File: config.mk
export PLATFORM = sky130hd
export DESIGN_NAME = three_class_priority_queue
export DESIGN_NICKNAME = d
export VERILOG_FILES = /design/src/rtl/tcpq_pkg.sv /design/src/rtl/tcpq_store.sv /design/src/rtl/tcpq_ctrl.sv /design/src/rtl/three_class_priority_queue.sv
export SDC_FILE = /design/constraint.sdc
export NUM_CORES = 2
export LEC_CHECK = 0
export BUFFER_PORTS_ARGS = -buffer_cell sky130_fd_sc_hd__clkbuf_2
export CAP_MARGIN = 10
export CORE_MARGIN = 10
export CORE_UTILIZATION = 63
export DETAILED_ROUTE_END_ITERATION = 8
export HOLD_SLACK_MARGIN = 0.06
export PLACE_DENSITY = 0.8
export REMOVE_ABC_BUFFERS = 1
export SETUP_SLACK_MARGIN = 0.1
export SLEW_MARGIN = 20
export SYNTH_ARGS = -nofsm -noshare
export SYNTH_HDL_FRONTEND = slang
export SYNTH_SLANG_ARGS = --single-unit
File: constraint.sdc
create_clock -name clk -period 6.76 [get_ports clk]
set_clock_uncertainty 0.15 [all_clocks]
set_input_delay 2.028 -clock clk [delete_from_list [all_inputs] [get_ports clk]]
set_output_delay 2.028 -clock clk [all_outputs]
set_load 0.03 [all_outputs]
File: src/rtl/tcpq_pkg.sv
// Shared constants and types of the three-class priority queue.
// Depends on nothing.
package tcpq_pkg;

    localparam int SLOTS_DEF   = 16;
    localparam int NUM_CLASSES = 3;

    // Command codes
    localparam logic CMD_INSERT = 1'b0;
    localparam logic CMD_POP    = 1'b1;

    // Class codes
    localparam logic [1:0] CLS_URGENT   = 2'd0;
    localparam logic [1:0] CLS_STANDARD = 2'd1;
    localparam logic [1:0] CLS_ECONOMY  = 2'd2;

    // Result status codes
    localparam logic [1:0] ST_INSERTED = 2'd0;
    localparam logic [1:0] ST_POPPED   = 2'd1;
    localparam logic [1:0] ST_EMPTY    = 2'd2;
    localparam logic [1:0] ST_FULL     = 2'd3;

    // Result information that travels beside the store read
    typedef struct packed {
        logic [1:0] status;
        logic [1:0] cls;
    } tcpq_meta_t;

endpackage

File: src/rtl/tcpq_store.sv
// Entry store: single-port-write, registered-read memory of item words.
// Depends on nothing.
module tcpq_store #(
    parameter int DEPTH = 48,
    parameter int AW    = 6
) (
    input  logic          clk,
    input  logic          we,
    input  logic [AW-1:0] waddr,
    input  logic [31:0]   wdata,
    input  logic          re,
    input  logic [AW-1:0] raddr,
    output logic [31:0]   rdata
);

    logic [31:0] mem [DEPTH];
    logic [31:0] rdata_reg;

    // Write port
    always_ff @(posedge clk)
    begin
        if (we)
        begin
            mem[waddr] <= wdata;
        end
    end

    // Read port, registered, data held until the next read
    always_ff @(posedge clk)
    begin
        if (re)
        begin
            rdata_reg <= mem[raddr];
        end
    end

    assign rdata = rdata_reg;

endmodule

File: src/rtl/tcpq_ctrl.sv
// Ring pointers and fill counts of the three classes; decides each word.
// Depends on tcpq_pkg.
module tcpq_ctrl #(
    parameter int SLOTS_PER_CLASS = tcpq_pkg::SLOTS_DEF,
    parameter int AW              = 6
) (
    input  logic                clk,
    input  logic                rst_n,
    input  logic                go,
    input  logic                cmd,
    input  logic [1:0]          service_class,
    input  logic [15:0]         item_handle,
    input  logic [15:0]         dest_handle,
    output logic                we,
    output logic [AW-1:0]       waddr,
    output logic [31:0]         wdata,
    output logic                re,
    output logic [AW-1:0]       raddr,
    output tcpq_pkg::tcpq_meta_t meta
);

    localparam int NC = tcpq_pkg::NUM_CLASSES;
    localparam int PW = $clog2(SLOTS_PER_CLASS);
    localparam int FW = $clog2(SLOTS_PER_CLASS + 1);
    localparam logic [PW-1:0] PTR_LAST = PW'(SLOTS_PER_CLASS - 1);
    localparam logic [FW-1:0] FILL_MAX = FW'(SLOTS_PER_CLASS);

    logic [PW-1:0] head_reg [NC];
    logic [PW-1:0] tail_reg [NC];
    logic [FW-1:0] fill_reg [NC];
    logic [PW-1:0] head_next [NC];
    logic [PW-1:0] tail_next [NC];
    logic [FW-1:0] fill_next [NC];

    logic [1:0]    ins_cls;
    logic          ins_full;
    logic          pop_any;
    logic [1:0]    pop_cls;
    logic          ins_go;
    logic          pop_go;
    logic [PW-1:0] tail_cur;
    logic [PW-1:0] head_cur;

    // Class code three counts as economy
    assign ins_cls  = (service_class == 2'd3) ? tcpq_pkg::CLS_ECONOMY : service_class;
    assign tail_cur = tail_reg[ins_cls];
    assign ins_full = (fill_reg[ins_cls] == FILL_MAX);

    // Most urgent class that holds an item
    always_comb
    begin
        pop_any = 1'b1;
        pop_cls = tcpq_pkg::CLS_URGENT;
        priority if (fill_reg[0] != '0)
        begin
            pop_cls = tcpq_pkg::CLS_URGENT;
        end
        else if (fill_reg[1] != '0)
        begin
            pop_cls = tcpq_pkg::CLS_STANDARD;
        end
        else if (fill_reg[2] != '0)
        begin
            pop_cls = tcpq_pkg::CLS_ECONOMY;
        end
        else
        begin
            pop_any = 1'b0;
        end
    end

    assign head_cur = head_reg[pop_cls];
    assign ins_go   = go && (cmd == tcpq_pkg::CMD_INSERT) && !ins_full;
    assign pop_go   = go && (cmd == tcpq_pkg::CMD_POP) && pop_any;

    // Store access: append at tail, read at head
    assign we    = ins_go;
    assign waddr = AW'(ins_cls) * AW'(SLOTS_PER_CLASS) + AW'(tail_cur);
    assign wdata = {item_handle, dest_handle};
    assign re    = pop_go;
    assign raddr = AW'(pop_cls) * AW'(SLOTS_PER_CLASS) + AW'(head_cur);

    // Status of this word
    always_comb
    begin
        meta.cls = '0;
        if (cmd == tcpq_pkg::CMD_INSERT)
        begin
            meta.status = ins_full ? tcpq_pkg::ST_FULL : tcpq_pkg::ST_INSERTED;
        end
        else if (pop_any)
        begin
            meta.status = tcpq_pkg::ST_POPPED;
            meta.cls    = pop_cls;
        end
        else
        begin
            meta.status = tcpq_pkg::ST_EMPTY;
        end
    end

    // Pointer and count updates, one class per word
    always_comb
    begin
        for (int c = 0; c < NC; c++)
        begin
            head_next[c] = head_reg[c];
            tail_next[c] = tail_reg[c];
            fill_next[c] = fill_reg[c];
            if (ins_go && (ins_cls == 2'(c)))
            begin
                tail_next[c] = (tail_reg[c] == PTR_LAST) ? '0 : tail_reg[c] + 1'b1;
                fill_next[c] = fill_reg[c] + 1'b1;
            end
            if (pop_go && (pop_cls == 2'(c)))
            begin
                head_next[c] = (head_reg[c] == PTR_LAST) ? '0 : head_reg[c] + 1'b1;
                fill_next[c] = fill_reg[c] - 1'b1;
            end
        end
    end

    always_ff @(posedge clk or negedge rst_n)
    begin
        if (!rst_n)
        begin
            for (int c = 0; c < NC; c++)
            begin
                head_reg[c] <= '0;
                tail_reg[c] <= '0;
                fill_reg[c] <= '0;
            end
        end
        else
        begin
            for (int c = 0; c < NC; c++)
            begin
                head_reg[c] <= head_next[c];
                tail_reg[c] <= tail_next[c];
                fill_reg[c] <= fill_next[c];
            end
        end
    end

endmodule

File: src/rtl/three_class_priority_queue.sv
// Top level of the three-class strict-priority queue.
// Depends on tcpq_pkg, tcpq_ctrl and tcpq_store.
//
//  channel | handshake            | fields
//  --------+----------------------+------------------------------------------
//  input   | in_valid / in_stall  | cmd, service_class, item_handle, dest_handle
//  output  | out_valid / out_stall| status, out_class, out_item, out_dest
//
// One word a cycle unless the input stalls. The store read and status are registered
// into stage one when a word is taken, and into the output registers once it moves on.
// Each word makes at most one store access, so the store port does not limit the rate.
// Reset clears pointers and fill counts at once; the store itself is not cleared.
// Stalled results hold; input stalls only when both stages are full and output stalls.
module three_class_priority_queue #(
    parameter int SLOTS_PER_CLASS = tcpq_pkg::SLOTS_DEF
) (
    input  logic        clk,
    input  logic        rst_n,
    input  logic        in_valid,
    output logic        in_stall,
    input  logic        cmd,
    input  logic [1:0]  service_class,
    input  logic [15:0] item_handle,
    input  logic [15:0] dest_handle,
    output logic        out_valid,
    input  logic        out_stall,
    output logic [1:0]  status,
    output logic [1:0]  out_class,
    output logic [15:0] out_item,
    output logic [15:0] out_dest
);

    localparam int DEPTH = tcpq_pkg::NUM_CLASSES * SLOTS_PER_CLASS;
    localparam int AW    = $clog2(DEPTH);

    logic                 go;
    logic                 we;
    logic                 re;
    logic [AW-1:0]        waddr;
    logic [AW-1:0]        raddr;
    logic [31:0]          wdata;
    logic [31:0]          rdata;
    tcpq_pkg::tcpq_meta_t meta;

    logic                 s1_valid_reg;
    logic                 s1_valid_next;
    tcpq_pkg::tcpq_meta_t s1_meta_reg;
    logic                 s1_adv;
    logic                 out_valid_reg;
    logic                 out_valid_next;
    logic [1:0]           status_reg;
    logic [1:0]           class_reg;
    logic [15:0]          item_reg;
    logic [15:0]          dest_reg;
    logic                 popped;

    // Handshake: stage one moves on unless the output word is stalled
    assign s1_adv   = s1_valid_reg && !(out_valid_reg && out_stall);
    assign in_stall = s1_valid_reg && out_valid_reg && out_stall;
    assign go       = in_valid && !in_stall;

    tcpq_ctrl #(
        .SLOTS_PER_CLASS (SLOTS_PER_CLASS),
        .AW              (AW)
    ) u_ctrl (
        .clk           (clk),
        .rst_n         (rst_n),
        .go            (go),
        .cmd           (cmd),
        .service_class (service_class),
        .item_handle   (item_handle),
        .dest_handle   (dest_handle),
        .we            (we),
        .waddr         (waddr),
        .wdata         (wdata),
        .re            (re),
        .raddr         (raddr),
        .meta          (meta)
    );

    tcpq_store #(
        .DEPTH (DEPTH),
        .AW    (AW)
    ) u_store (
        .clk   (clk),
        .we    (we),
        .waddr (waddr),
        .wdata (wdata),
        .re    (re),
        .raddr (raddr),
        .rdata (rdata)
    );

    // Stage valid flags
    always_comb
    begin
        s1_valid_next = s1_valid_reg;
        if (go)
        begin
            s1_valid_next = 1'b1;
        end
        else if (s1_adv)
        begin
            s1_valid_next = 1'b0;
        end

        out_valid_next = out_valid_reg;
        if (s1_adv)
        begin
            out_valid_next = 1'b1;
        end
        else if (out_valid_reg && !out_stall)
        begin
            out_valid_next = 1'b0;
        end
    end

    always_ff @(posedge clk or negedge rst_n)
    begin
        if (!rst_n)
        begin
            s1_valid_reg  <= 1'b0;
            out_valid_reg <= 1'b0;
        end
        else
        begin
            s1_valid_reg  <= s1_valid_next;
            out_valid_reg <= out_valid_next;
        end
    end

    // Stage one payload: status beside the store read
    always_ff @(posedge clk)
    begin
        if (go)
        begin
            s1_meta_reg <= meta;
        end
    end

    // Output word; handles are zero unless an item was popped
    assign popped = (s1_meta_reg.status == tcpq_pkg::ST_POPPED);

    always_ff @(posedge clk)
    begin
        if (s1_adv)
        begin
            status_reg <= s1_meta_reg.status;
            class_reg  <= s1_meta_reg.cls;
            item_reg   <= popped ? rdata[31:16] : 16'd0;
            dest_reg   <= popped ? rdata[15:0] : 16'd0;
        end
    end

    assign out_valid = out_valid_reg;
    assign status    = status_reg;
    assign out_class = class_reg;
    assign out_item  = item_reg;
    assign out_dest  = dest_reg;

endmodule

# Word-level counts from Yosys, hierarchy flattened
# Memory sizes are Yosys's and may differ from the RTL's. A register that Yosys moved wholly into a read port is not among the register bits.
# Index checks and enable logic that the tools add are counted.
classes:
  add_sub_neg: 14
  n_lt_le_gt_ge: 2
  bitwise_logic: 3
  n_reduce_logical: 31
  n_eq_ne: 13
  muxes: 37
ops:
  columns: ["cell", "count"]
  rows:
  - ["$mux 4", 10]
  - ["$mux 5", 8]
  - ["$add 4x1->4 const B", 6]
  - ["$eq 4x4->1 const B", 6]
  - ["$bmux 4 s2", 2]
  - ["$logic_and 1x1->1", 16]
  - ["$add 5x1->5 const B", 3]
  - ["$reduce_bool 5->1", 3]
  - ["$sub 5x1->5 const B", 3]
  - ["$mux 2", 7]
  - ["$add 6x4->6", 2]
  - ["$bmux 5 s2", 1]
  - ["$reduce_bool 2->1", 5]
  - ["$mux 1", 9]
  - ["$eq 2x1->1 const B", 3]
  - ["$eq 2x2->1 const B", 3]
  - ["$ge 3x3->1 const B", 2]
  - ["$not 2->3", 2]
  - ["$eq 5x5->1 const B", 1]
  - ["$logic_not 1->1", 4]
  - ["$logic_not 2->1", 2]
  - ["$reduce_and 2->1", 1]
  - ["$not 1->1", 1]
totals:
  mem_bits_rw: 1536
  mem_count: 1
  in_bits: 39
  output_inout_bits: 38
  wordCells: 118
  regBits: 81
mem_list:
  columns: ["name", "depth", "width", "read_ports", "rd_clocked_by_memory_dff", "wr", "line", "rtl"]
  rows:
  - ["u_store.mem", 48, 32, 1, 1, 1, "tcpq_store.sv:16", "logic [31:0] mem [DEPTH];"]

# Logic depth before layout (Yosys ltp)
logic_depth:
  word_depth: 12
  depth_mapped: 14

# Cells and area by module
# Synthesis repeated with hierarchy kept, for this count alone.
hier_totals:
  hier_cells: 3257
  area_unflattened_um2: 64744.6
modules_own_cells:
  columns: ["mod", "area_each_um2", "n_inst", "cells_each"]
  rows:
  - ["tcpq_store", 60481.8, 1, 2912]
  - ["tcpq_ctrl", 2701.3, 1, 261]
  - ["three_class_priority_queue", 1561.5, 1, 84]

# Worst setup path after synthesis
# Ideal clock, no wire load.
synth_timing:
  path_kind: "input -> register"
  start: "in service_class[0]"
  end: "mem u_store.mem[7][0], enable pin"
  path_slack_ns: -0.170
  required_ns: 6.108
  n_path_buf: 2
  arrival_ns: 6.279
  stages: 8
  path_cell_list: "clkbuf_1 -> nor2b_1 -> a31oi_1 -> and3_1 -> and2_1 -> clkbuf_1 -> nand3_1 -> nor4_1"
synth_between:
  elab_chain_cells: 11
synth_lines:
  columns: ["element", "line", "rtl"]
  rows:
  - ["start, declared", "three_class_priority_queue.sv:22", "input logic [1:0] service_class,"]
  - ["$eq 2x2->1", "tcpq_ctrl.sv:45", "assign ins_cls = (service_class == 2'd3) ? tcpq_pkg::CLS_ECONOMY : service_class;"]
  - ["$mux 2 *", "tcpq_ctrl.sv:45", null]
  - ["$not 2->3 (not written as such)", "tcpq_ctrl.sv:46, tcpq_ctrl.sv:47", null]
  - ["$bmux 5 s2", "tcpq_ctrl.sv:47", "assign ins_full = (fill_reg[ins_cls] == FILL_MAX);"]
  - ["$mux 5 (not written as such) (2 in a row)", "tcpq_ctrl.sv:47", null]
  - ["$eq 5x5->1", "tcpq_ctrl.sv:47", null]
  - ["$logic_not 1->1", "tcpq_ctrl.sv:73", "assign ins_go = go && (cmd == tcpq_pkg::CMD_INSERT) && !ins_full;"]
  - ["$logic_and 1x1->1", "tcpq_ctrl.sv:73", null]
  - ["$mux 1", "tcpq_store.sv:22", "if (we)"]
  - ["$mux 1 (not written as such)", "tcpq_store.sv:24", "mem[waddr] <= wdata;"]
  - ["end, declared", "tcpq_store.sv:16", null]
# Mark *: on every way between the ends. The rest lies on a longest branch, timed or not. The select of a mux whose other input is x is not followed.

# Worst setup path in the final report
layout_timing:
  start: "reg u_ctrl.fill_reg[11] (netlist name)"
  end: "reg u_store.rdata_reg[8] (netlist: u_store.rdata[8]), read port of u_store.mem (data pin)"
layout_between:
  elab_chain_cells: 7
layout_lines:
  columns: ["element", "line", "rtl"]
  rows:
  - ["start, declared", "tcpq_ctrl.sv:30", "logic [FW-1:0] fill_reg [NC];"]
  - ["start signal, assigned by index", "tcpq_ctrl.sv:140", "fill_reg[c] <= fill_next[c];"]
  - ["$reduce_bool 5->1 *", "tcpq_ctrl.sv:54", "priority if (fill_reg[0] != '0)"]
  - ["$mux 2", "tcpq_ctrl.sv:54", null]
  - ["$not 2->3 (not written as such)", "tcpq_ctrl.sv:72", "assign head_cur = head_reg[pop_cls];"]
  - ["$bmux 4 s2", "tcpq_ctrl.sv:72", null]
  - ["$mux 4 (not written as such) (2 in a row)", "tcpq_ctrl.sv:72", null]
  - ["$add 6x4->6", "tcpq_ctrl.sv:81", "assign raddr = AW'(pop_cls) * AW'(SLOTS_PER_CLASS) + AW'(head_cur);"]
  - ["end, declared", "tcpq_store.sv:17", "logic [31:0] rdata_reg;"]
# Marked as above.
# A chain may end at the register's enable or synchronous reset.

==> flow_results.xml <==
<?xml version="1.0" encoding="UTF-8"?>
<metrics>
  <group name="grt">
    <metric name="first_global_vias" unit="">37629</metric>
    <metric name="grt_antenna_before_repair" unit="">7</metric>
    <metric name="track_usage" unit="%">29.9</metric>
    <metric name="grt_remaining_overflow" unit="">0</metric>
    <metric name="grt_max_degree" unit="">150</metric>
    <metric name="wire_length_of_the_first_global_routing_pass" unit="microns">256000</metric>
  </group>
  <group name="clocking">
    <metric name="cts-htree-levels" unit="">4</metric>
    <metric name="cts.repair.resized" unit="">0</metric>
    <metric name="cts_inserted_buffers" unit="">156</metric>
    <metric name="post-cts-setup-buffer-count" unit="">0</metric>
    <metric name="clock_sink_count" unit="">1649</metric>
    <metric name="clk_path_buf_depth" unit="">3</metric>
    <metric name="tritoncts" unit="">yes</metric>
    <metric name="clkSlewWorstSetupHoldPaths" unit="ns">0.06</metric>
    <metric name="holdBufCountCts" unit="">0</metric>
    <metric name="cts_root_buffer" unit="">clkbuf_16</metric>
    <metric name="worstSkewPairLatency" unit="ns">0.78</metric>
  </group>
  <group name="setup_path">
    <metric name="rr_startpoint" unit="">u_ctrl.fill_reg[11]</metric>
    <metric name="ff2ff_setup_slack" unit="ns">1.53</metric>
    <metric name="critPathLaunchType" unit="">register</metric>
    <metric name="timing.rr.end" unit="">u_store.rdata[8]</metric>
    <metric name="r2r_cells" unit="">9</metric>
    <metric name="crit_required" unit="ns">7.07</metric>
    <metric name="critical_path_peak_fanout" unit="">32</metric>
    <metric name="cp.arrival" unit="ns">5.54</metric>
    <metric name="path_class" unit="">register to register</metric>
    <metric name="end_kind" unit="">register</metric>
  </group>
  <group name="timing">
    <metric name="crit_path_time_final" unit="ns">5.23</metric>
    <metric name="timing.setup.tns" unit="ns">0</metric>
    <metric name="finalHoldViolations" unit="">0</metric>
    <metric name="final.period_utilization" unit="%">77.4</metric>
    <metric name="tightestPinTransition" unit="ns">1.19</metric>
    <metric name="achievable-frequency" unit="MHz">191</metric>
    <metric name="hold_ws" unit="ns">0.281</metric>
    <metric name="grt_setup_unrepaired" unit="">false</metric>
    <metric name="timing.final.max_slew_violations" unit="">0</metric>
    <metric name="finalSetupViolCount" unit="">0</metric>
    <metric name="max-slew-margin-rel" unit="%">20.2</metric>
  </group>
  <group name="yosys">
    <metric name="ys_async_sr_fraction" unit="%">2.49</metric>
    <metric name="post_synth_num_cell_types" unit="">61</metric>
    <metric name="number_of_synthesized_flops_with_an_enable_pin" unit="">1608</metric>
    <metric name="avgSynthCellArea" unit="sq um">16.7</metric>
    <metric name="synth-compound-area-share" unit="%">7.78</metric>
    <metric name="synth_sequential_area_ratio" unit="%">76.4</metric>
    <metric name="synth-seq-cells" unit="">1649</metric>
    <metric name="synth_top_family_by_area" unit="">compound AO/OA/AOI/OAI gates</metric>
    <metric name="netlist_instances" unit="">3860</metric>
    <metric name="synth_top_flop_cell" unit="">edfxtp_1</metric>
    <metric name="post_synth_fa_ha_maj_area_fraction" unit="%">0.384</metric>
    <metric name="yosysWarningCount" unit="">0</metric>
    <metric name="synth_simple_gate_area_share" unit="%">6.67</metric>
    <metric name="synth_mux_area_share" unit="%">6.45</metric>
    <metric name="synthXorXnorAreaFrac" unit="%">0.244</metric>
    <metric name="mappedNetlistArea" unit="sq um">64600</metric>
  </group>
  <group name="detailed_routing">
    <metric name="drc_violations_left" unit="">0</metric>
    <metric name="first_pass_iters" unit="">6</metric>
    <metric name="postRouteAntennaNets" unit="">0</metric>
    <metric name="average_via_count_per_standard_cell" unit="">7.08</metric>
    <metric name="drt-total-wl" unit="microns">177000</metric>
    <metric name="post_drt_wl_per_cell" unit="microns">32.3</metric>
    <metric name="dr_total_vias" unit="">38776</metric>
    <metric name="drt_first_iter_violations" unit="">6238</metric>
  </group>
  <group name="worst_hold_path">
    <metric name="timing.hold.worst.class" unit="">register to register</metric>
    <metric name="hold-path-cell-count" unit="">0</metric>
    <metric name="worst_hold_startpoint" unit="">s1_meta_reg[0]</metric>
    <metric name="worst_hold_end" unit="">out_class[0]</metric>
  </group>
  <group name="layout">
    <metric name="layout_commonest_cell" unit="">edfxtp_1</metric>
    <metric name="synthToLayoutAreaGrowth" unit="%">12.0</metric>
    <metric name="footprint_of_the_multi_input_gates" unit="sq um">14400</metric>
    <metric name="nNetsFinal" unit="">4040</metric>
    <metric name="register_area" unit="sq um">49300</metric>
    <metric name="max_ffs_per_register" unit="">1536</metric>
    <metric name="share_of_final_layout_standard_cells_stronger_than_drive_strength_1" unit="%">15.3</metric>
    <metric name="post-route-cell-area" unit="sq um">72300</metric>
    <metric name="most-common-layout-cells" unit="">edfxtp_1 (1,608), nand2_1 (373), mux2i_1 (256)</metric>
    <metric name="instances_no_fill" unit="">5480</metric>
    <metric name="fill_cells" unit="">5928</metric>
  </group>
  <group name="die">
    <metric name="row_count" unit="">117</metric>
    <metric name="chipHeight" unit="microns">340</metric>
    <metric name="core-area" unit="sq um">102000</metric>
    <metric name="start_util" unit="%">63.5</metric>
    <metric name="design.die.area" unit="sq um">116000</metric>
    <metric name="num_io_pins" unit="">77</metric>
    <metric name="die_width" unit="microns">340</metric>
  </group>
  <group name="run">
    <metric name="maxCapViolCount" unit="">0</metric>
  </group>
  <group name="place">
    <metric name="detailedPlacementHpwl" unit="microns">102000</metric>
    <metric name="placed_cells_incl_taps" unit="">5187</metric>
    <metric name="dpl_cell_area" unit="sq um">67200</metric>
    <metric name="place_congestion" unit="">0.927</metric>
    <metric name="port_buffers" unit="">76</metric>
  </group>
  <group name="power">
    <metric name="power.leakage" unit="nW">24.2</metric>
    <metric name="max-vdd-ir-drop" unit="mV">0.309</metric>
    <metric name="power.density" unit="nW/um^2">389</metric>
  </group>
  <group name="outcome">
    <metric name="run_status" unit="">complete, no violations</metric>
  </group>
</metrics>
how the worst max path moves through the flow:
stage,start,end,slack (ns),depth (start not counted)
after floorplan,u_ctrl.fill_reg[11],u_store.rdata[0],-13.66,8
after global placement,service_class[1],u_store.mem[43][21],1.29,8
after detailed placement,service_class[1],u_store.mem[43][21],1.25,8
after CTS,u_ctrl.fill_reg[11],u_store.rdata[16],1.62,10
after global routing,u_ctrl.fill_reg[11],u_store.rdata[16],1.36,10
final,u_ctrl.fill_reg[11],u_store.rdata[8],1.53,9
routing by layer:
layer | wire (microns) | global-route usage, % | vias to the layer above
met4 | 9780 | 14.8 | 6
met3 | 20700 | 6.33 | 502
met1 | 61200 | 39.2 | 19361
li1 | - | - | 15826
met2 | 85100 | 47.8 | 3081
met5 | 39 | 0 | -
cell usage after synthesis (all sizes together) (16+ instances only):
| library cell | number | area, sq um |
|---|---|---|
| a31oi | 78 | 488 |
| clkbuf | 174 | 653 |
| mux2i | 256 | 2560 |
| a21oi | 21 | 105 |
| a21o | 16 | 120 |
| nor2 | 67 | 262 |
| a2111oi | 58 | 533 |
| buf | 95 | 612 |
| a211oi | 110 | 831 |
| inv | 22 | 82.6 |
| nand4 | 29 | 181 |
| a221oi | 87 | 762 |
| nand3 | 121 | 606 |
| dfrtp | 41 | 1030 |
| a41o | 34 | 340 |
| mux4 | 66 | 1490 |
| o21ai | 134 | 678 |
| and3 | 170 | 1060 |
| and2 | 36 | 225 |
| edfxtp | 1608 | 48300 |
| nand2 | 377 | 1420 |
| a32oi | 97 | 850 |
| nor4 | 60 | 412 |
power by group:
part / internal [mW] / total [mW] / switching (mW)
registers: 11.6 / 11.8 / 0.195
clock network: 4.78 / 8.54 / 3.75
logic: 2.44 / 7.84 / 5.41
total: 18.8 / 28.1 / 9.35
final cells by class:
cell class                      instances  share of cell area (%)
Multi-Input combinational cell       1920                    19.9
Timing Repair Buffer                  234                    2.54
Clock buffer                          192                    5.70
Sequential cell                      1649                    68.2
Tap cell                             1368                    2.37
Inverter                               22                   0.114
Antenna cell                            4                  0.0138
Clock inverter                         91                    1.15
logic make-up after synthesis:
logic type | after synthesis
compound gates | 672
xor+xnor | 18
fa+ha+maj | 18
buf+inv | 291
flops | 1649
mux | 332
simple gates | 880
through the flow:
step	power, mW	utilization [%]	setup WS [ns]
6_report	28.1	71.1	1.53
3_3_place_gp	19.3	66.1	1.29
5_1_grt	28.8	71.1	1.36
2_1_floorplan	16.9	-	-13.66
3_5_place_dp	19.5	66.1	1.25
4_1_cts	27.9	71.0	1.62
critical path, cell delays in order, from the launching register on:
cell	delay (ns)
dfrtp_1	0.41
nor4_1	0.58
and2_1	0.66
o21a_2	0.60
nor2_4	0.16
nor2_4	0.88
buf_4	0.43
a31oi_1	0.22
a31oi_1	0.57
nand4_1	0.25
Note: power is estimated with default switching activity, not from simulation.
